==> config.mk <==
export PLATFORM = sky130hd
export DESIGN_NAME = glyph_atlas_text_mapper
export DESIGN_NICKNAME = d
export VERILOG_FILES = /design/src/rtl/core/gatm_pkg.sv /design/src/rtl/core/glyph_atlas_text_mapper.sv /design/src/rtl/core/gatm_front.sv /design/src/rtl/core/gatm_queue.sv /design/src/rtl/core/gatm_back.sv
export SDC_FILE = /design/constraint.sdc
export NUM_CORES = 1
export LEC_CHECK = 0
export BUFFER_PORTS_ARGS = -buffer_cell sky130_fd_sc_hd__buf_2
export CAP_MARGIN = 0
export CORE_ASPECT_RATIO = 0.7
export CORE_MARGIN = 2
export CORE_UTILIZATION = 38
export DETAILED_ROUTE_END_ITERATION = 6
export PLACE_DENSITY = 0.59
export REMOVE_ABC_BUFFERS = 1
export SLEW_MARGIN = 10
export SYNTH_ARGS = -nofsm -noshare
export SYNTH_HDL_FRONTEND = slang
export SYNTH_SLANG_ARGS = --single-unit
==> constraint.sdc <==
create_clock -name clk -period 7.75 [get_ports clk]
set_input_delay 0.3875 -clock clk [delete_from_list [all_inputs] [get_ports clk]]
set_output_delay 0.3875 -clock clk [all_outputs]
set_load 0.05 [all_outputs]
==> src/rtl/core/gatm_pkg.sv <==
// ----------------------------------------------------------------------------
// Glyph atlas text mapper package
// Shared types, constants and the fixed color table of the text mapper.
// ----------------------------------------------------------------------------
package gatm_pkg;

	localparam int CHAR_W     = 8;
	localparam int CELLS_W    = 9;
	localparam int INDEX_W    = 9;
	localparam int POS_W      = 16;
	localparam int COLOR_SEL_W = 3;
	localparam int CFG_IDX_W  = 2;

	localparam logic [CHAR_W-1:0] ESCAPE_BYTE      = 8'd3;
	localparam int                COLOR_CODE_FIRST = 48;
	localparam int                COLOR_COUNT      = 8;
	localparam int                MAX_TEXTURES     = 256;
	localparam int                MAX_CELLS        = 256;

	localparam logic [CFG_IDX_W-1:0] REG_FIRST_CHAR     = 2'd0;
	localparam logic [CFG_IDX_W-1:0] REG_LAST_CHAR      = 2'd1;
	localparam logic [CFG_IDX_W-1:0] REG_CELLS_PER_SIDE = 2'd2;
	localparam logic [CFG_IDX_W-1:0] REG_TEXTURE_COUNT  = 2'd3;

	localparam logic [CHAR_W-1:0]  FIRST_CHAR_RST     = 8'd32;
	localparam logic [CHAR_W-1:0]  LAST_CHAR_RST      = 8'd127;
	localparam logic [CELLS_W-1:0] CELLS_PER_SIDE_RST = 9'd16;
	localparam logic [CELLS_W-1:0] TEXTURE_COUNT_RST  = 9'd1;

	localparam logic [23:0] COLOR_TABLE [COLOR_COUNT] = '{
		24'hFFFFFF, 24'h000000, 24'hFF0000, 24'hFF8000,
		24'hFFFF00, 24'h80FF00, 24'h00FF00, 24'h00FF80
	};

	typedef enum logic [1:0] {
		ENT_END,
		ENT_COLOR,
		ENT_GLYPH
	} gatm_kind_t;

	typedef struct packed {
		gatm_kind_t             kind;
		logic [COLOR_SEL_W-1:0] color_sel;
		logic [INDEX_W-1:0]     index;
		logic [POS_W-1:0]       position;
		logic                   last;
	} gatm_entry_t;

	typedef struct packed {
		logic             result_kind;
		logic [7:0]       red;
		logic [7:0]       green;
		logic [7:0]       blue;
		logic [7:0]       texture;
		logic             new_texture;
		logic [7:0]       cell_col;
		logic [7:0]       cell_row;
		logic [POS_W-1:0] position;
	} gatm_result_t;

endpackage

==> src/rtl/core/glyph_atlas_text_mapper.sv <==
// ----------------------------------------------------------------------------
// Glyph atlas text mapper
// Maps string bytes to glyph atlas cells and color escapes to colors.
// ----------------------------------------------------------------------------
// The front end takes one byte per cycle while its four-entry queue has room.
// A glyph byte goes through load, two 9-step passes of a bit-serial
// divider (index by cells per side, then the quotient again), range
// check and result stages; a color escape goes from load to result.
// Other bytes use no back-end time unless they end a string. The result
// register lets the back end start the next byte while a result waits.
module glyph_atlas_text_mapper import gatm_pkg::*; (
	input  logic                 clk,
	input  logic                 arst_n,
	input  logic                 s_tvalid,
	output logic                 s_tready,
	input  logic [7:0]           s_tdata,  // char_byte
	input  logic                 s_tlast,  // string_end
	output logic                 m_tvalid,
	input  logic                 m_tready,
	// red, green, blue, texture, new_texture, cell_col, cell_row, position
	output logic [71:0]          m_tdata,
	output logic                 m_tuser,  // result_kind
	input  logic                 cfg_valid,
	output logic                 cfg_ready,
	input  logic [CFG_IDX_W-1:0] cfg_index,
	input  logic [CELLS_W-1:0]   cfg_data
);

	logic [CHAR_W-1:0]  first_char_q;
	logic [CHAR_W-1:0]  last_char_q;
	logic [CELLS_W-1:0] cells_per_side_q;
	logic [CELLS_W-1:0] texture_count_q;

	logic         q_full;
	logic         q_push;
	gatm_entry_t  q_in;
	logic         q_pop;
	logic         q_not_empty;
	gatm_entry_t  q_out;
	gatm_result_t result;

	assign cfg_ready = 1'b1;

	always_ff @(posedge clk or negedge arst_n) begin
		if (!arst_n) begin
			first_char_q     <= FIRST_CHAR_RST;
			last_char_q      <= LAST_CHAR_RST;
			cells_per_side_q <= CELLS_PER_SIDE_RST;
			texture_count_q  <= TEXTURE_COUNT_RST;
		end else if (cfg_valid) begin
			case (cfg_index)
				REG_FIRST_CHAR:     first_char_q     <= cfg_data[CHAR_W-1:0];
				REG_LAST_CHAR:      last_char_q      <= cfg_data[CHAR_W-1:0];
				REG_CELLS_PER_SIDE: cells_per_side_q <= cfg_data;
				REG_TEXTURE_COUNT:  texture_count_q  <= cfg_data;
				default: ;
			endcase
		end
	end

	gatm_front u_front (
		.clk        (clk),
		.arst_n     (arst_n),
		.in_valid   (s_tvalid),
		.in_ready   (s_tready),
		.char_byte  (s_tdata),
		.string_end (s_tlast),
		.first_char (first_char_q),
		.last_char  (last_char_q),
		.q_full     (q_full),
		.q_push     (q_push),
		.q_entry    (q_in)
	);

	gatm_queue u_queue (
		.clk        (clk),
		.arst_n     (arst_n),
		.push       (q_push),
		.push_entry (q_in),
		.full       (q_full),
		.pop        (q_pop),
		.not_empty  (q_not_empty),
		.pop_entry  (q_out)
	);

	gatm_back u_back (
		.clk            (clk),
		.arst_n         (arst_n),
		.entry_valid    (q_not_empty),
		.entry          (q_out),
		.entry_pop      (q_pop),
		.cells_per_side (cells_per_side_q),
		.texture_count  (texture_count_q),
		.out_valid      (m_tvalid),
		.out_ready      (m_tready),
		.out_result     (result)
	);

	assign m_tuser = result.result_kind;
	assign m_tdata = {7'd0, result.position, result.cell_row, result.cell_col,
		result.new_texture, result.texture, result.blue, result.green, result.red};

endmodule

==> src/rtl/core/gatm_front.sv <==
// ----------------------------------------------------------------------------
// Glyph atlas text mapper front end
// Accepts string bytes, tracks escapes and byte positions, and queues work.
// ----------------------------------------------------------------------------
module gatm_front import gatm_pkg::*; (
	input  logic              clk,
	input  logic              arst_n,
	input  logic              in_valid,
	output logic              in_ready,
	input  logic [CHAR_W-1:0] char_byte,
	input  logic              string_end,
	input  logic [CHAR_W-1:0] first_char,
	input  logic [CHAR_W-1:0] last_char,
	input  logic              q_full,
	output logic              q_push,
	output gatm_entry_t       q_entry
);

	logic             escape_q;
	logic [POS_W-1:0] pos_q;
	logic             accept;
	logic             is_color;
	logic             in_range;

	assign in_ready = !q_full;
	assign accept   = in_valid && !q_full;

	always_comb begin
		is_color = ({1'b0, char_byte} >= 9'(COLOR_CODE_FIRST)) &&
			({1'b0, char_byte} < 9'(COLOR_CODE_FIRST + COLOR_COUNT));
		in_range = (char_byte >= first_char) && (char_byte <= last_char);
		q_entry.color_sel = COLOR_SEL_W'(char_byte - CHAR_W'(COLOR_CODE_FIRST));
		q_entry.index     = {1'b0, char_byte} - {1'b0, first_char} + INDEX_W'(1);
		q_entry.position  = pos_q;
		q_entry.last      = string_end;
		q_entry.kind      = ENT_END;
		if (escape_q) begin
			if (is_color) begin
				q_entry.kind = ENT_COLOR;
			end
		end else if (char_byte != ESCAPE_BYTE && in_range) begin
			q_entry.kind = ENT_GLYPH;
		end
		q_push = accept && (q_entry.kind != ENT_END || string_end);
	end

	always_ff @(posedge clk or negedge arst_n) begin
		if (!arst_n) begin
			escape_q <= 1'b0;
			pos_q    <= '0;
		end else if (accept) begin
			if (string_end) begin
				escape_q <= 1'b0;
				pos_q    <= '0;
			end else begin
				escape_q <= !escape_q && (char_byte == ESCAPE_BYTE);
				if (pos_q != '1) begin
					pos_q <= pos_q + POS_W'(1);
				end
			end
		end
	end

endmodule

==> src/rtl/core/gatm_queue.sv <==
// ----------------------------------------------------------------------------
// Glyph atlas text mapper work queue
// Short first-in first-out buffer between the front end and the back end.
// ----------------------------------------------------------------------------
module gatm_queue import gatm_pkg::*; (
	input  logic        clk,
	input  logic        arst_n,
	input  logic        push,
	input  gatm_entry_t push_entry,
	output logic        full,
	input  logic        pop,
	output logic        not_empty,
	output gatm_entry_t pop_entry
);

	localparam int DEPTH   = 4;
	localparam int PTR_W   = $clog2(DEPTH);
	localparam int COUNT_W = $clog2(DEPTH + 1);

	gatm_entry_t        mem_q [DEPTH];
	logic [PTR_W-1:0]   wr_q;
	logic [PTR_W-1:0]   rd_q;
	logic [COUNT_W-1:0] count_q;

	assign full      = (count_q == COUNT_W'(DEPTH));
	assign not_empty = (count_q != '0);
	assign pop_entry = mem_q[rd_q];

	always_ff @(posedge clk) begin
		if (push) begin
			mem_q[wr_q] <= push_entry;
		end
	end

	always_ff @(posedge clk or negedge arst_n) begin
		if (!arst_n) begin
			wr_q    <= '0;
			rd_q    <= '0;
			count_q <= '0;
		end else begin
			if (push) begin
				wr_q <= wr_q + PTR_W'(1);
			end
			if (pop) begin
				rd_q <= rd_q + PTR_W'(1);
			end
			if (push && !pop) begin
				count_q <= count_q + COUNT_W'(1);
			end else if (pop && !push) begin
				count_q <= count_q - COUNT_W'(1);
			end
		end
	end

endmodule

==> src/rtl/core/gatm_back.sv <==
// ----------------------------------------------------------------------------
// Glyph atlas text mapper back end
// Splits glyph indexes into texture and cell with a serial divider and
// drives the registered result.
// ----------------------------------------------------------------------------
module gatm_back import gatm_pkg::*; (
	input  logic               clk,
	input  logic               arst_n,
	input  logic               entry_valid,
	input  gatm_entry_t        entry,
	output logic               entry_pop,
	input  logic [CELLS_W-1:0] cells_per_side,
	input  logic [CELLS_W-1:0] texture_count,
	output logic               out_valid,
	input  logic               out_ready,
	output gatm_result_t       out_result
);

	localparam int DIV_STEPS = INDEX_W;
	localparam int STEP_W    = $clog2(DIV_STEPS);

	typedef enum logic [2:0] {
		ST_IDLE,
		ST_DIV_COL,
		ST_DIV_ROW,
		ST_CHECK,
		ST_EMIT
	} state_t;

	state_t                 state_q;
	gatm_kind_t             kind_q;
	logic [COLOR_SEL_W-1:0] sel_q;
	logic [POS_W-1:0]       pos_q;
	logic                   last_q;
	logic [INDEX_W-1:0]     quo_q;
	logic [CELLS_W-1:0]     rem_q;
	logic [STEP_W-1:0]      step_q;
	logic [7:0]             col_q;
	logic                   bound_valid_q;
	logic [7:0]             bound_tex_q;
	logic                   out_valid_q;
	gatm_result_t           out_q;

	logic [CELLS_W-1:0]     cells_eff;
	logic [CELLS_W-1:0]     count_eff;
	logic [CELLS_W+1:0]     diff;
	logic [CELLS_W-1:0]     rem_nx;
	logic [INDEX_W-1:0]     quo_nx;
	logic [23:0]            color;
	gatm_result_t           res_nx;
	logic                   emit;

	assign entry_pop  = (state_q == ST_IDLE) && entry_valid;
	assign out_valid  = out_valid_q;
	assign out_result = out_q;
	assign color      = COLOR_TABLE[sel_q];
	assign emit       = (state_q == ST_EMIT) && (!out_valid_q || out_ready);

	always_comb begin
		if (cells_per_side == '0) begin
			cells_eff = CELLS_W'(1);
		end else if (cells_per_side > CELLS_W'(MAX_CELLS)) begin
			cells_eff = CELLS_W'(MAX_CELLS);
		end else begin
			cells_eff = cells_per_side;
		end
		if (texture_count > CELLS_W'(MAX_TEXTURES)) begin
			count_eff = CELLS_W'(MAX_TEXTURES);
		end else begin
			count_eff = texture_count;
		end
		diff = {1'b0, rem_q, quo_q[INDEX_W-1]} - {2'b00, cells_eff};
		if (diff[CELLS_W+1]) begin
			rem_nx = {rem_q[CELLS_W-2:0], quo_q[INDEX_W-1]};
			quo_nx = {quo_q[INDEX_W-2:0], 1'b0};
		end else begin
			rem_nx = diff[CELLS_W-1:0];
			quo_nx = {quo_q[INDEX_W-2:0], 1'b1};
		end
		res_nx = '0;
		if (kind_q == ENT_GLYPH) begin
			res_nx.result_kind = 1'b1;
			res_nx.texture     = quo_q[7:0];
			res_nx.new_texture = !bound_valid_q || (bound_tex_q != quo_q[7:0]);
			res_nx.cell_col    = col_q;
			res_nx.cell_row    = rem_q[7:0];
			res_nx.position    = pos_q;
		end else begin
			res_nx.red   = color[23:16];
			res_nx.green = color[15:8];
			res_nx.blue  = color[7:0];
		end
	end

	always_ff @(posedge clk or negedge arst_n) begin
		if (!arst_n) begin
			state_q       <= ST_IDLE;
			kind_q        <= ENT_END;
			sel_q         <= '0;
			pos_q         <= '0;
			last_q        <= 1'b0;
			quo_q         <= '0;
			rem_q         <= '0;
			step_q        <= '0;
			col_q         <= '0;
			bound_valid_q <= 1'b0;
			bound_tex_q   <= '0;
			out_valid_q   <= 1'b0;
			out_q         <= '0;
		end else begin
			if (emit) begin
				out_valid_q <= 1'b1;
			end else if (out_valid_q && out_ready) begin
				out_valid_q <= 1'b0;
			end
			case (state_q)
				ST_IDLE: begin
					if (entry_valid) begin
						kind_q <= entry.kind;
						sel_q  <= entry.color_sel;
						pos_q  <= entry.position;
						last_q <= entry.last;
						quo_q  <= entry.index;
						rem_q  <= '0;
						step_q <= STEP_W'(DIV_STEPS - 1);
						case (entry.kind)
							ENT_GLYPH: state_q <= ST_DIV_COL;
							ENT_COLOR: state_q <= ST_EMIT;
							default: begin
								if (entry.last) begin
									bound_valid_q <= 1'b0;
									bound_tex_q   <= '0;
								end
							end
						endcase
					end
				end
				ST_DIV_COL: begin
					quo_q <= quo_nx;
					if (step_q == '0) begin
						col_q   <= rem_nx[7:0];
						rem_q   <= '0;
						step_q  <= STEP_W'(DIV_STEPS - 1);
						state_q <= ST_DIV_ROW;
					end else begin
						rem_q  <= rem_nx;
						step_q <= step_q - STEP_W'(1);
					end
				end
				ST_DIV_ROW: begin
					quo_q <= quo_nx;
					rem_q <= rem_nx;
					if (step_q == '0) begin
						state_q <= ST_CHECK;
					end else begin
						step_q <= step_q - STEP_W'(1);
					end
				end
				ST_CHECK: begin
					if (quo_q < count_eff) begin
						state_q <= ST_EMIT;
					end else begin
						if (last_q) begin
							bound_valid_q <= 1'b0;
							bound_tex_q   <= '0;
						end
						state_q <= ST_IDLE;
					end
				end
				ST_EMIT: begin
					if (emit) begin
						out_q <= res_nx;
						if (last_q) begin
							bound_valid_q <= 1'b0;
							bound_tex_q   <= '0;
						end else if (kind_q == ENT_GLYPH) begin
							bound_valid_q <= 1'b1;
							bound_tex_q   <= quo_q[7:0];
						end
						state_q <= ST_IDLE;
					end
				end
				default: state_q <= ST_IDLE;
			endcase
		end
	end

endmodule
Word-level counts from Yosys, hierarchy flattened
Memory sizes are Yosys's and may differ from the RTL's.
Cells that the tools add are included.
{"block": "totals", "regBits": 189, "ramBits": 124, "mem_bits_ro": 192, "output_inout_bits": 76, "wordCells": 180, "n_memories": 2}
{"name": "(name not given)", "depth": 8, "width": 24, "read_ports": 1, "rd_ports_with_merged_regs": 0, "write_ports": 0, "line_no": "gatm_back.sv:56", "source": "assign color = COLOR_TABLE[sel_q];"}
{"name": "u_queue.mem_q", "depth": 4, "width": 31, "read_ports": 1, "rd_ports_with_merged_regs": 0, "write_ports": 1, "line_no": "gatm_queue.sv:20", "source": "gatm_entry_t mem_q [DEPTH];"}
{"block": "op_classes", "addsub": 10, "magnitude_cmp": 8, "eq_ne": 26, "n_mux": 56, "bitwise_logic": 1, "reduce_logical": 47}
{"operator": "$mux W24", "n": 3}
{"operator": "$mux W8", "n": 8}
{"operator": "$mux W9", "n": 7}
{"operator": "$mux W41", "n": 1}
{"operator": "$mux W16", "n": 2}
{"operator": "$pmux W9 S3", "n": 1}
{"operator": "$pmux W8 S3", "n": 1}
{"operator": "$mux W3", "n": 7}
{"operator": "$reduce_and A2 Y1", "n": 10}
{"operator": "$gt A9 B9 Y1 const B", "n": 2}
{"operator": "$pmux W9 S2", "n": 1}
{"operator": "$add A16 B1 Y16 const B", "n": 1}
{"operator": "$mux W1", "n": 16}
{"operator": "$ne A16 B16 Y1 const B", "n": 1}
{"operator": "$pmux W3 S5", "n": 1}
{"operator": "$mux W4", "n": 3}
{"operator": "$ne A2 B1 Y1 const B", "n": 6}
{"operator": "$pmux W4 S3", "n": 1}
{"operator": "$logic_and A1 B1 Y1", "n": 11}
{"operator": "$sub A10 B9 Y11", "n": 1}
{"operator": "$reduce_bool A2 Y1", "n": 5}
{"operator": "$add A9 B1 Y9 const B", "n": 1}
{"operator": "$logic_not A9 Y1", "n": 1}
{"operator": "$lt A9 B9 Y1", "n": 1}
{"operator": "other kinds (35)", "n": 56}

Logic depth before layout (Yosys ltp)
Gate-level depths: netlist (run 1).
{"block": "depth", "depth_word": 12, "depth_mapped": 15, "depth_no_buf": 15}

Cells and area by module
A second synthesis (run 1) with hierarchy kept.
{"block": "hier_totals", "hier_cells": 1100, "hier_area_um2": 13890.8}
{"module": "gatm_back", "n_inst": 1, "cells_each": 614, "area_each_um2": 5829.3}
{"module": "gatm_queue", "n_inst": 1, "cells_each": 196, "area_each_um2": 4911.0}
{"module": "gatm_front", "n_inst": 1, "cells_each": 208, "area_each_um2": 1785.5}
{"module": "glyph_atlas_text_mapper", "n_inst": 1, "cells_each": 82, "area_each_um2": 1365.1}

Least setup slack after synthesis (run 1)
No wires, ideal clock.
{"block": "synth_timing", "kind": "reg-to-reg", "startpoint": "register last_char_q[1]", "endpoint": "memory u_queue.mem_q[0][0] in the netlist's numbering (enable)", "setup_time_ns": 0.420, "arrival_ns": 2.976, "required_time_ns": 7.330, "path_slack_ns": 4.355, "stages_incl_launch_ff": 9, "n_path_buf": 0, "path_cell_list": "dfstp_2 inv_1 ha_1 nor2b_1 o211ai_1 a21oi_1 o21bai_1 a31oi_1 nor2_1"}
{"block": "synth_between", "elab_chain_len": 10}
{"element": "start: declaration", "line_no": "glyph_atlas_text_mapper.sv:30", "source": "logic [CHAR_W-1:0] last_char_q;"}
{"element": "start signal: assignment", "line_no": "glyph_atlas_text_mapper.sv:53", "source": "REG_LAST_CHAR: last_char_q <= cfg_data[CHAR_W-1:0];"}
{"element": "$le A8 B8 Y1", "line_no": "gatm_front.sv:31", "source": "in_range = (char_byte >= first_char) && (char_byte <= last_char);"}
{"element": "$logic_and A1 B1 Y1", "line_no": "gatm_front.sv:31"}
{"element": "$logic_and A1 B1 Y1", "line_no": "gatm_front.sv:41", "source": "end else if (char_byte != ESCAPE_BYTE && in_range) begin"}
{"element": "$mux W2", "line_no": "gatm_front.sv:41"}
{"element": "$mux W2", "line_no": "gatm_front.sv:37", "source": "if (escape_q) begin"}
{"element": "$reduce_bool A2 Y1", "line_no": "gatm_front.sv:44", "source": "q_push = accept && (q_entry.kind != ENT_END || string_end);"}
{"element": "$logic_or A1 B1 Y1", "line_no": "gatm_front.sv:44"}
{"element": "$logic_and A1 B1 Y1", "line_no": "gatm_front.sv:44"}
{"element": "$mux W1", "line_no": "gatm_queue.sv:30", "source": "if (push) begin"}
{"element": "$mux W1 (not written as such)", "line_no": "gatm_queue.sv:31", "source": "mem_q[wr_q] <= push_entry;"}
{"element": "end: declaration", "line_no": "gatm_queue.sv:20"}
No other way between the ends.

Final worst setup path (run 1)
{"block": "layout_timing", "startpoint": "register cells_per_side_q[5]", "endpoint": "register u_back.col_q[6]"}
{"block": "layout_between", "elab_chain_len": 5, "word_cells_on_any_way": 6}
{"element": "start: declaration", "line_no": "glyph_atlas_text_mapper.sv:31", "source": "logic [CELLS_W-1:0] cells_per_side_q;"}
{"element": "start signal: assignment", "line_no": "glyph_atlas_text_mapper.sv:54", "source": "REG_CELLS_PER_SIDE: cells_per_side_q <= cfg_data;"}
{"element": "$gt A9 B9 Y1", "line_no": "gatm_back.sv:62", "source": "end else if (cells_per_side > CELLS_W'(MAX_CELLS)) begin"}
{"element": "$mux W9", "line_no": "gatm_back.sv:62"}
{"element": "$mux W9 *", "line_no": "gatm_back.sv:60", "source": "if (cells_per_side == '0) begin"}
{"element": "$sub A10 B9 Y11 *", "line_no": "gatm_back.sv:72", "source": "diff = {1'b0, rem_q, quo_q[INDEX_W-1]} - {2'b00, cells_eff};"}
{"element": "$mux W9 *", "line_no": "gatm_back.sv:73", "source": "if (diff[CELLS_W+1]) begin"}
{"element": "end signal: assignment", "line_no": "gatm_back.sv:141", "source": "col_q <= rem_nx[7:0];"}
{"element": "end: declaration", "line_no": "gatm_back.sv:38", "source": "logic [7:0] col_q;"}
Every way passes the cells marked *; elsewhere a longest branch is shown, timed or not.
A chain may end at the register's enable or synchronous reset.

==> results of run 1 <==
==> power groups by stage <==
stage	combinational [mW]	sequential, mW	clock [mW]
floorplan	1.32	2.77	0
global placement	2.37	2.36	0
detailed placement	2.42	2.38	0
CTS	2.42	2.35	1.54
global route	2.63	2.40	1.60
finish	2.39	2.34	1.50
==> worst min-delay path by stage <==
stage / startpoint / slack, ns / end / cells past startpoint
finish: s_tdata[0] / 0.08 / u_queue.mem_q[1][26]$_DFFE_PP_ / 1
global route: cfg_data[8] / 0.07 / texture_count_q[8]$_DFFE_PN0P_ / 2
detailed placement: arst_n / 0.38 / u_back.out_result[29]$_DFFE_PN0P_ / 1
CTS: s_tdata[0] / 0.05 / u_queue.mem_q[1][26]$_DFFE_PP_ / 1
global placement: arst_n / 0.37 / u_back.out_result[31]$_DFFE_PN0P_ / 1
floorplan: arst_n / 0.09 / cells_per_side_q[0]$_DFFE_PN0P_ / 0
==> per-stage QoR <==
stage	total power, mW	area (µm²)
floorplan	4.10	13100
global placement	4.74	14300
detailed placement	4.79	14300
CTS	6.31	15300
global route	6.63	15300
finish	6.23	15300
==> state kept, by name, summed over array words and instances, names as in the netlist, 9 cells and up <==
register           count
u_back.pos_q          16
u_back.quo_q           9
texture_count_q        9
u_back.rem_q           9
u_queue.mem_q        124
cells_per_side_q       9
u_front.pos_q         16
u_back.out_result     48
==> final cells by class <==
cell class	instances	area share [%]
flip-flops and latches	295	52.3
multi-input cells	681	32.4
inverters	45	1.10
well taps	472	3.85
clock inverters	16	1.31
repair buffers	103	3.60
clock buffers	38	5.42
==> routing by layer <==
layer | share of wire (%) | wire length (µm)
met1 | 53 | 15000
met2 | 42 | 11800
met3 | 3.8 | 1080
met4 | 1.9 | 535
met5 | 0 | 0
==> logic make-up after synthesis <==
logic type      Yosys count  synth area share, %
other cells               2               0.0557
mux                      94                 10.2
compound gates          180                 7.91
buf+inv                 110                 4.08
simple gates            304                 10.1
flops                   295                 59.5
xor+xnor                 35                 2.27
fa+ha+maj                60                 5.90
==> cells in the mapped netlist, types with 7 or more instances <==
cell | n | area share (%)
nor3_1 | 13 | 0.48
edfxtp_1 | 124 | 28
buf_2 | 13 | 0.48
a21oi_1 | 26 | 0.97
nor2b_1 | 8 | 0.37
buf_4 | 30 | 1.7
inv_1 | 43 | 1.2
xor2_1 | 11 | 0.71
nand3_1 | 13 | 0.48
mux2_2 | 49 | 4.1
nand2_1 | 161 | 4.5
o21ai_0 | 98 | 3.6
mux4_2 | 30 | 5.0
xnor2_1 | 24 | 1.6
nor2_1 | 57 | 1.6
ha_1 | 54 | 5.0
dfrtp_1 | 161 | 30
clkbuf_1 | 21 | 0.58
dfstp_2 | 10 | 1.9
nand4_1 | 9 | 0.42
a22o_1 | 8 | 0.52
o211ai_1 | 7 | 0.39
nor4_1 | 7 | 0.32
mux2i_1 | 14 | 1.0
==> results by group, run 1 <==
Outcome
  – Status: complete, no violations

Drt
  – Post-Route WL: 28400 µm
  – DRC: 0
  – Drt pass-1 iters: 5
  – Routed vias: 8187
  – Drt wl/cell: 17.2 µm
  – Antenna Nets Post-Route: 0
  – Initial detailed-routing violation count: 506
  – Vias per inst: 4.96

Timing
  – Final setup viols: 0
  – Final setup TNS: 0 ns
  – Min cycle time layout: 3.45 ns
  – Crit share post-route: 44.6%
  – Setup repair after global routing missed its margin: false
  – Achievable Freq: 0.290 GHz
  – Slew HR: 23.5%
  – Slew @ Worst Pin: 1.15 ns
  – Clk_skew: 0.00954 ns
  – Final hold violations: 0
  – Post-route setup slack: 4.30 ns
  – Slew Limit Fails: 0
  – Minimum hold slack: 0.0773 ns

Critical path
  – Critical path depth: 12
  – Max stage delay on crit path: 0.73 ns
  – Crit path launch: cells_per_side_q[5]$_DFFE_PN0P_
  – R2R depth: 12
  – WP buf/inv: 2
  – CP top delay family: compound AO/OA/AOI/OAI gates
  – Crit Reg-Reg Endpoint: u_back.col_q[6]$_DFFE_PN0P_
  – End point of the critical path: u_back.col_q[6]$_DFFE_PN0P_
  – Startpoint Class: flop
  – CP required: 8.19 ns
  – Critical Path AT: 3.89 ns
  – Reg2reg start: cells_per_side_q[5]$_DFFE_PN0P_
  – Slowest cell on the critical path: a21boi_1
  – Critical Path Fanout Max: 12
  – CP dominant cell by count: inv_1
  – Worst Setup End Kind: flop
  – CP Cell Sequence: nor4_1, a21oi_1, nor2_1, ha_1, inv_1, fa_1, a211oi_2, o211ai_1, a21boi_1, inv_1, mux2i_1, o21ai_0
  – Crit path kind: flop to flop
  – Flop2flop setup slack: 4.30 ns

Yosys
  – Synth Cell Area: 13500 µm²
  – Sequential element share of the synthesized area: 59.5%
  – Syn_area_per_cell: 12.5 µm²
  – Ys flop type: dfrtp_1
  – #FFs+latches synth: 295
  – Yosys warning total: 0
  – EDFF count, synth: 124
  – Mapped Cells: 1080
  – Distinct cells, synth: 69
  – Async SR Flop Fraction: 58.0%

CTS
  – CTS tree: built
  – Clock transition at the registers of the reported paths: 0.07 ns
  – # hold bufs at CTS: 1
  – Worst skew pair latency: 0.57 ns
  – Clk Tree Root Cell: clkbuf_16
  – Max H-tree Level: 1
  – Maximum buffer depth of the clock tree: 3
  – CTS-repair resized insts: 0
  – Setup bufs post-CTS: 0
  – TritonCTS Buffers: 29
  – TritonCTS Sinks: 295

Floorplan
  – Die H: 162 µm
  – Starting Density: 38.7%
  – Top Ports: 101
  – Die width: 229 µm
  – Num rows: 57
  – Die ar.: 37000 µm²
  – Area of the core: 34800 µm²

Pwr
  – Reg power frac: 37.6%
  – Power Density: 407 nW/µm²
  – Pleak: 6.37 nW
  – Sw Share: 39.0%
  – Combinational power share: 38.3%
  – Worst VDD drop: 0.184 mV
  – Psw: 2.43 mW
  – Cell Int Power: 3.80 mW
  – Clk network pwr share: 24.1%

Job
  – Max cap viols: 0

Global route
  – Largest net degree at the start of global routing: 96
  – Gr ovfl total: 0
  – Global Route met3 Usage: 2.70%
  – First-pass GRT wire length: 46000 µm
  – Met2 global-route usage: 22.3%
  – Grt met1 use: 24.7%
  – Global Route Usage Sum: 15.6%
  – GRT busiest layer: met1
  – Antenna violations before repair: 1
  – Number of global-route vias before repair: 8063

Layout
  – Final Util: 44.0%
  – Fillers: 3265
  – Register area: 8020 µm²
  – Fin nets: 1240
  – Commonest non-fill, non-tap cells in the layout: nand2_1, dfrtp_1, edfxtp_1, o21ai_0, buf_2
  – Final Instance Count excl. Fillers: 1650
  – # diodes: 0
  – Combined area of the multi-input logic cells: 4970 µm²
  – Fraction of layout cells with a size suffix above 1: 22.2%
  – Commonest non-fill, non-tap cell in the layout: nand2_1
  – Layout area overhead: 13.7%

Place
  – Placed cells: 1595
  – Hpwl dp: 19300 µm
  – Port-buffer cells: 92
  – Placement Setup Slack: 4.28 ns
  – GPL Wtd Cong: 0.831

Hold path
  – Worst Hold Class: primary input to flop
(Power assumes the default switching activity.)
==> inputs of run 2 (changes only) <==
ABC_AREA = 1   (was not set)
clock period = 3.6 ns   (was 7.75 ns; I/O delays follow)
==> run 2 against run 1 <==
Compared with the run above:
- clock skew rose by 0.0091 ns
- design area rose by 3.0%
- area after synthesis rose by 1.7%
- hold slack improved by 0.010 ns
- setup slack got worse by 3.7 ns
- power rose by 130%
- flip-flop and latch count did not move
- critical endpoint is now u_queue.count_q[2]$_DFFE_PN0P_
- largest cell class unchanged
==> results by group, run 2 <==
Outcome
  – Status: complete, no violations

Layout
  – Final Util: 44.2%
  – Max reg flops: 124
  – Final Instance Count excl. Fillers: 1970
  – Fraction of layout cells with a size suffix above 1: 13.9%
  – Commonest non-fill, non-tap cells in the layout: nand2_1, o21ai_0, dfrtp_1, inv_1, edfxtp_1
  – Commonest non-fill, non-tap cell in the layout: nand2_1
  – Fin nets: 1550
  – Layout area overhead: 15.2%
  – # diodes: 0
  – Final instance area: 15800 µm²
  – Most flops, register: u_queue.mem_q

Yosys
  – Cell with the most instances after synthesis: nand2_1
  – Synth area leaders: dfrtp_1, edfxtp_1, nand2_1, o21ai_0, ha_1
  – Synth area leader: dfrtp_1
  – Synth Cell Area: 13700 µm²
  – Mapped Cells: 1370
  – Top cell type's share of synthesized area: 29.4%
  – EDFF count, synth: 124
  – #FFs+latches synth: 295
  – Sequential element share of the synthesized area: 58.5%
  – Ys flop type: dfrtp_1
  – Syn_area_per_cell: 10.0 µm²
  – Distinct cells, synth: 50
  – Most frequent cells after synthesis: nand2_1, o21ai_0, dfrtp_1
  – Yosys warning total: 0
  – Async SR Flop Fraction: 58.0%

Pwr
  – Final Total Pwr: 14.1 mW
  – Worst VDD drop: 0.491 mV
  – Power Density: 892 nW/µm²
  – Pleak: 7.02 nW

Timing
  – Post-route setup slack: 0.641 ns
  – Slew @ Worst Pin: 1.05 ns
  – Achievable Freq: 0.338 GHz
  – Slew Limit Fails: 0
  – Clk_skew: 0.0186 ns
  – Final setup TNS: 0 ns
  – Crit share post-route: 82.2%
  – Setup repair after global routing missed its margin: false
  – Min cycle time layout: 2.96 ns
  – Minimum hold slack: 0.0876 ns
  – Slew HR: 30.3%
  – Final hold violations: 0
  – Final setup viols: 0

Critical path
  – CP required: 4.07 ns
  – Critical Path AT: 3.43 ns
  – Crit path kind: flop to flop
  – Startpoint Class: flop
  – Critical Path Fanout Max: 7
  – Worst Setup End Kind: flop

Place
  – Placement Setup Slack: 0.626 ns
  – Cell Area, Placed: 14500 µm²
  – Placed cells: 1897
  – Hpwl dp: 21100 µm
  – Port-buffer cells: 92
  – GPL Wtd Cong: 0.858

Global route
  – Gr ovfl total: 0
  – Antenna violations before repair: 0
  – Largest net degree at the start of global routing: 102
  – Global Route Usage Sum: 17.1%
  – First-pass GRT wire length: 51100 µm
  – Number of global-route vias before repair: 9306

Hold path
  – Worst Hold Class: primary input to flop

Drt
  – Antenna Nets Post-Route: 0
  – Post-Route WL: 31300 µm
  – DRC: 0
  – Routed vias: 9721
  – Drt wl/cell: 15.9 µm
  – Drt pass-1 iters: 5
  – Vias per inst: 4.93
  – Initial detailed-routing violation count: 952

Floorplan
  – Die H: 163 µm
  – Starting Density: 38.4%
  – Num rows: 58
  – Area of the core: 35700 µm²
  – Die ar.: 37600 µm²
  – Die width: 231 µm
  – Top Ports: 101

CTS
  – Setup bufs post-CTS: 0
  – TritonCTS Sinks: 295
  – Worst skew pair latency: 0.59 ns
  – TritonCTS Buffers: 31
  – CTS tree: built
  – Clk Tree Root Cell: clkbuf_16
  – Max H-tree Level: 1
  – Maximum buffer depth of the clock tree: 3
  – Clock transition at the registers of the reported paths: 0.07 ns

Job
  – Max cap viols: 0
-- run 2: cell types whose count changed in the layout (fill, tap and decap cells not counted), sizes merged, moves of 17 or more --
cell,previous run,this run
nand2,163,271
o22ai,2,37
o21ai,102,194
xnor2,24,7
mux2,50,1
nor2,58,114
nand3,13,50
mux4,30,0
inv,44,145
-- run 2: kinds of logic (layout without fill, tap and decap cells) --
group                      Yosys count  count (layout)  share of synthesized area, %
and+or+nand+nor                    467             467                          14.6
AOI/OAI and AO/OA                  304             304                          12.3
DFF                                295             295                          58.5
buffers and inverters              213             327                          6.95
adders and majority gates           60              60                          5.81
xor gates and xnor gates            28              28                          1.79
other                                2               8                        0.0548
muxes                                1               1                        0.0821
-- run 2: path summary, 6_finish.rpt --
kind	from	end	slack [ns]	cells after the start
hold / removal	s_tdata[4]	u_front.escape_q$_DFFE_PN0P_	0.09	4
setup / recovery	first_char_q[5]$_DFFE_PN1P_	u_queue.count_q[2]$_DFFE_PN0P_	0.64	16
hold reg to reg	u_back.out_result[32]$_DFFE_PN0P_	u_back.out_result[32]$_DFFE_PN0P_	0.48	2
setup reg to reg	first_char_q[5]$_DFFE_PN1P_	u_queue.count_q[2]$_DFFE_PN0P_	0.64	16
max in group asynchronous	arst_n	u_back.out_result[19]$_DFFE_PN0P_	2.38	3
min in group asynchronous	arst_n	u_front.pos_q[1]$_DFFE_PN0P_	0.27	2
-- run 2: area by class of cell --
type / instances / area (µm²)
Clock inverter: 23 / 290
Inverter: 144 / 541
Timing Repair Buffer: 125 / 764
Tap cell: 480 / 601
Fill cell: 3417 / 19900
Sequential cell: 295 / 8020
Clock buffer: 35 / 801
Multi-Input combinational cell: 868 / 4770
-- run 2: timing repair --
action                                  4_1_cts  5_1_grt
gates resized for setup                       0        0
hold buffers                                 15        0
endpoints found under the setup margin        0        0
endpoints found under the hold margin       139        0
-- run 2: metal layers --
layer,vias up,track usage [%],part of all wire [%]
met5,-,0,0
met4,0,3.52,1.5
met3,31,2.73,4.4
met2,199,25.7,43
met1,4713,25.9,51
li1,4778,-,-
-- run 2: report_power, final --
| part | leakage (nW) | switching [mW] | total [mW] | internal [mW] |
|---|---|---|---|---|
| Sequential | 3.31 | 0.500 | 4.98 | 4.48 |
| Clock | 0.530 | 1.37 | 3.41 | 2.04 |
| Combinational | 3.18 | 4.06 | 5.68 | 1.62 |
| Total | 7.02 | 5.94 | 14.1 | 8.14 |
-- run 2: worst max-delay path, stage by stage (launching register included) --
cell	delay, ns
dfstp_2	0.53
inv_1	0.06
ha_1	0.31
nand2_1	0.06
nor2_1	0.12
nand4_1	0.09
nand3_1	0.09
nand3_1	0.14
nand2_1	0.14
nand2_1	0.20
inv_1	0.12
ha_1	0.14
inv_1	0.06
fa_1	0.37
a21oi_1	0.14
o21ai_0	0.11
xnor2_1	0.15
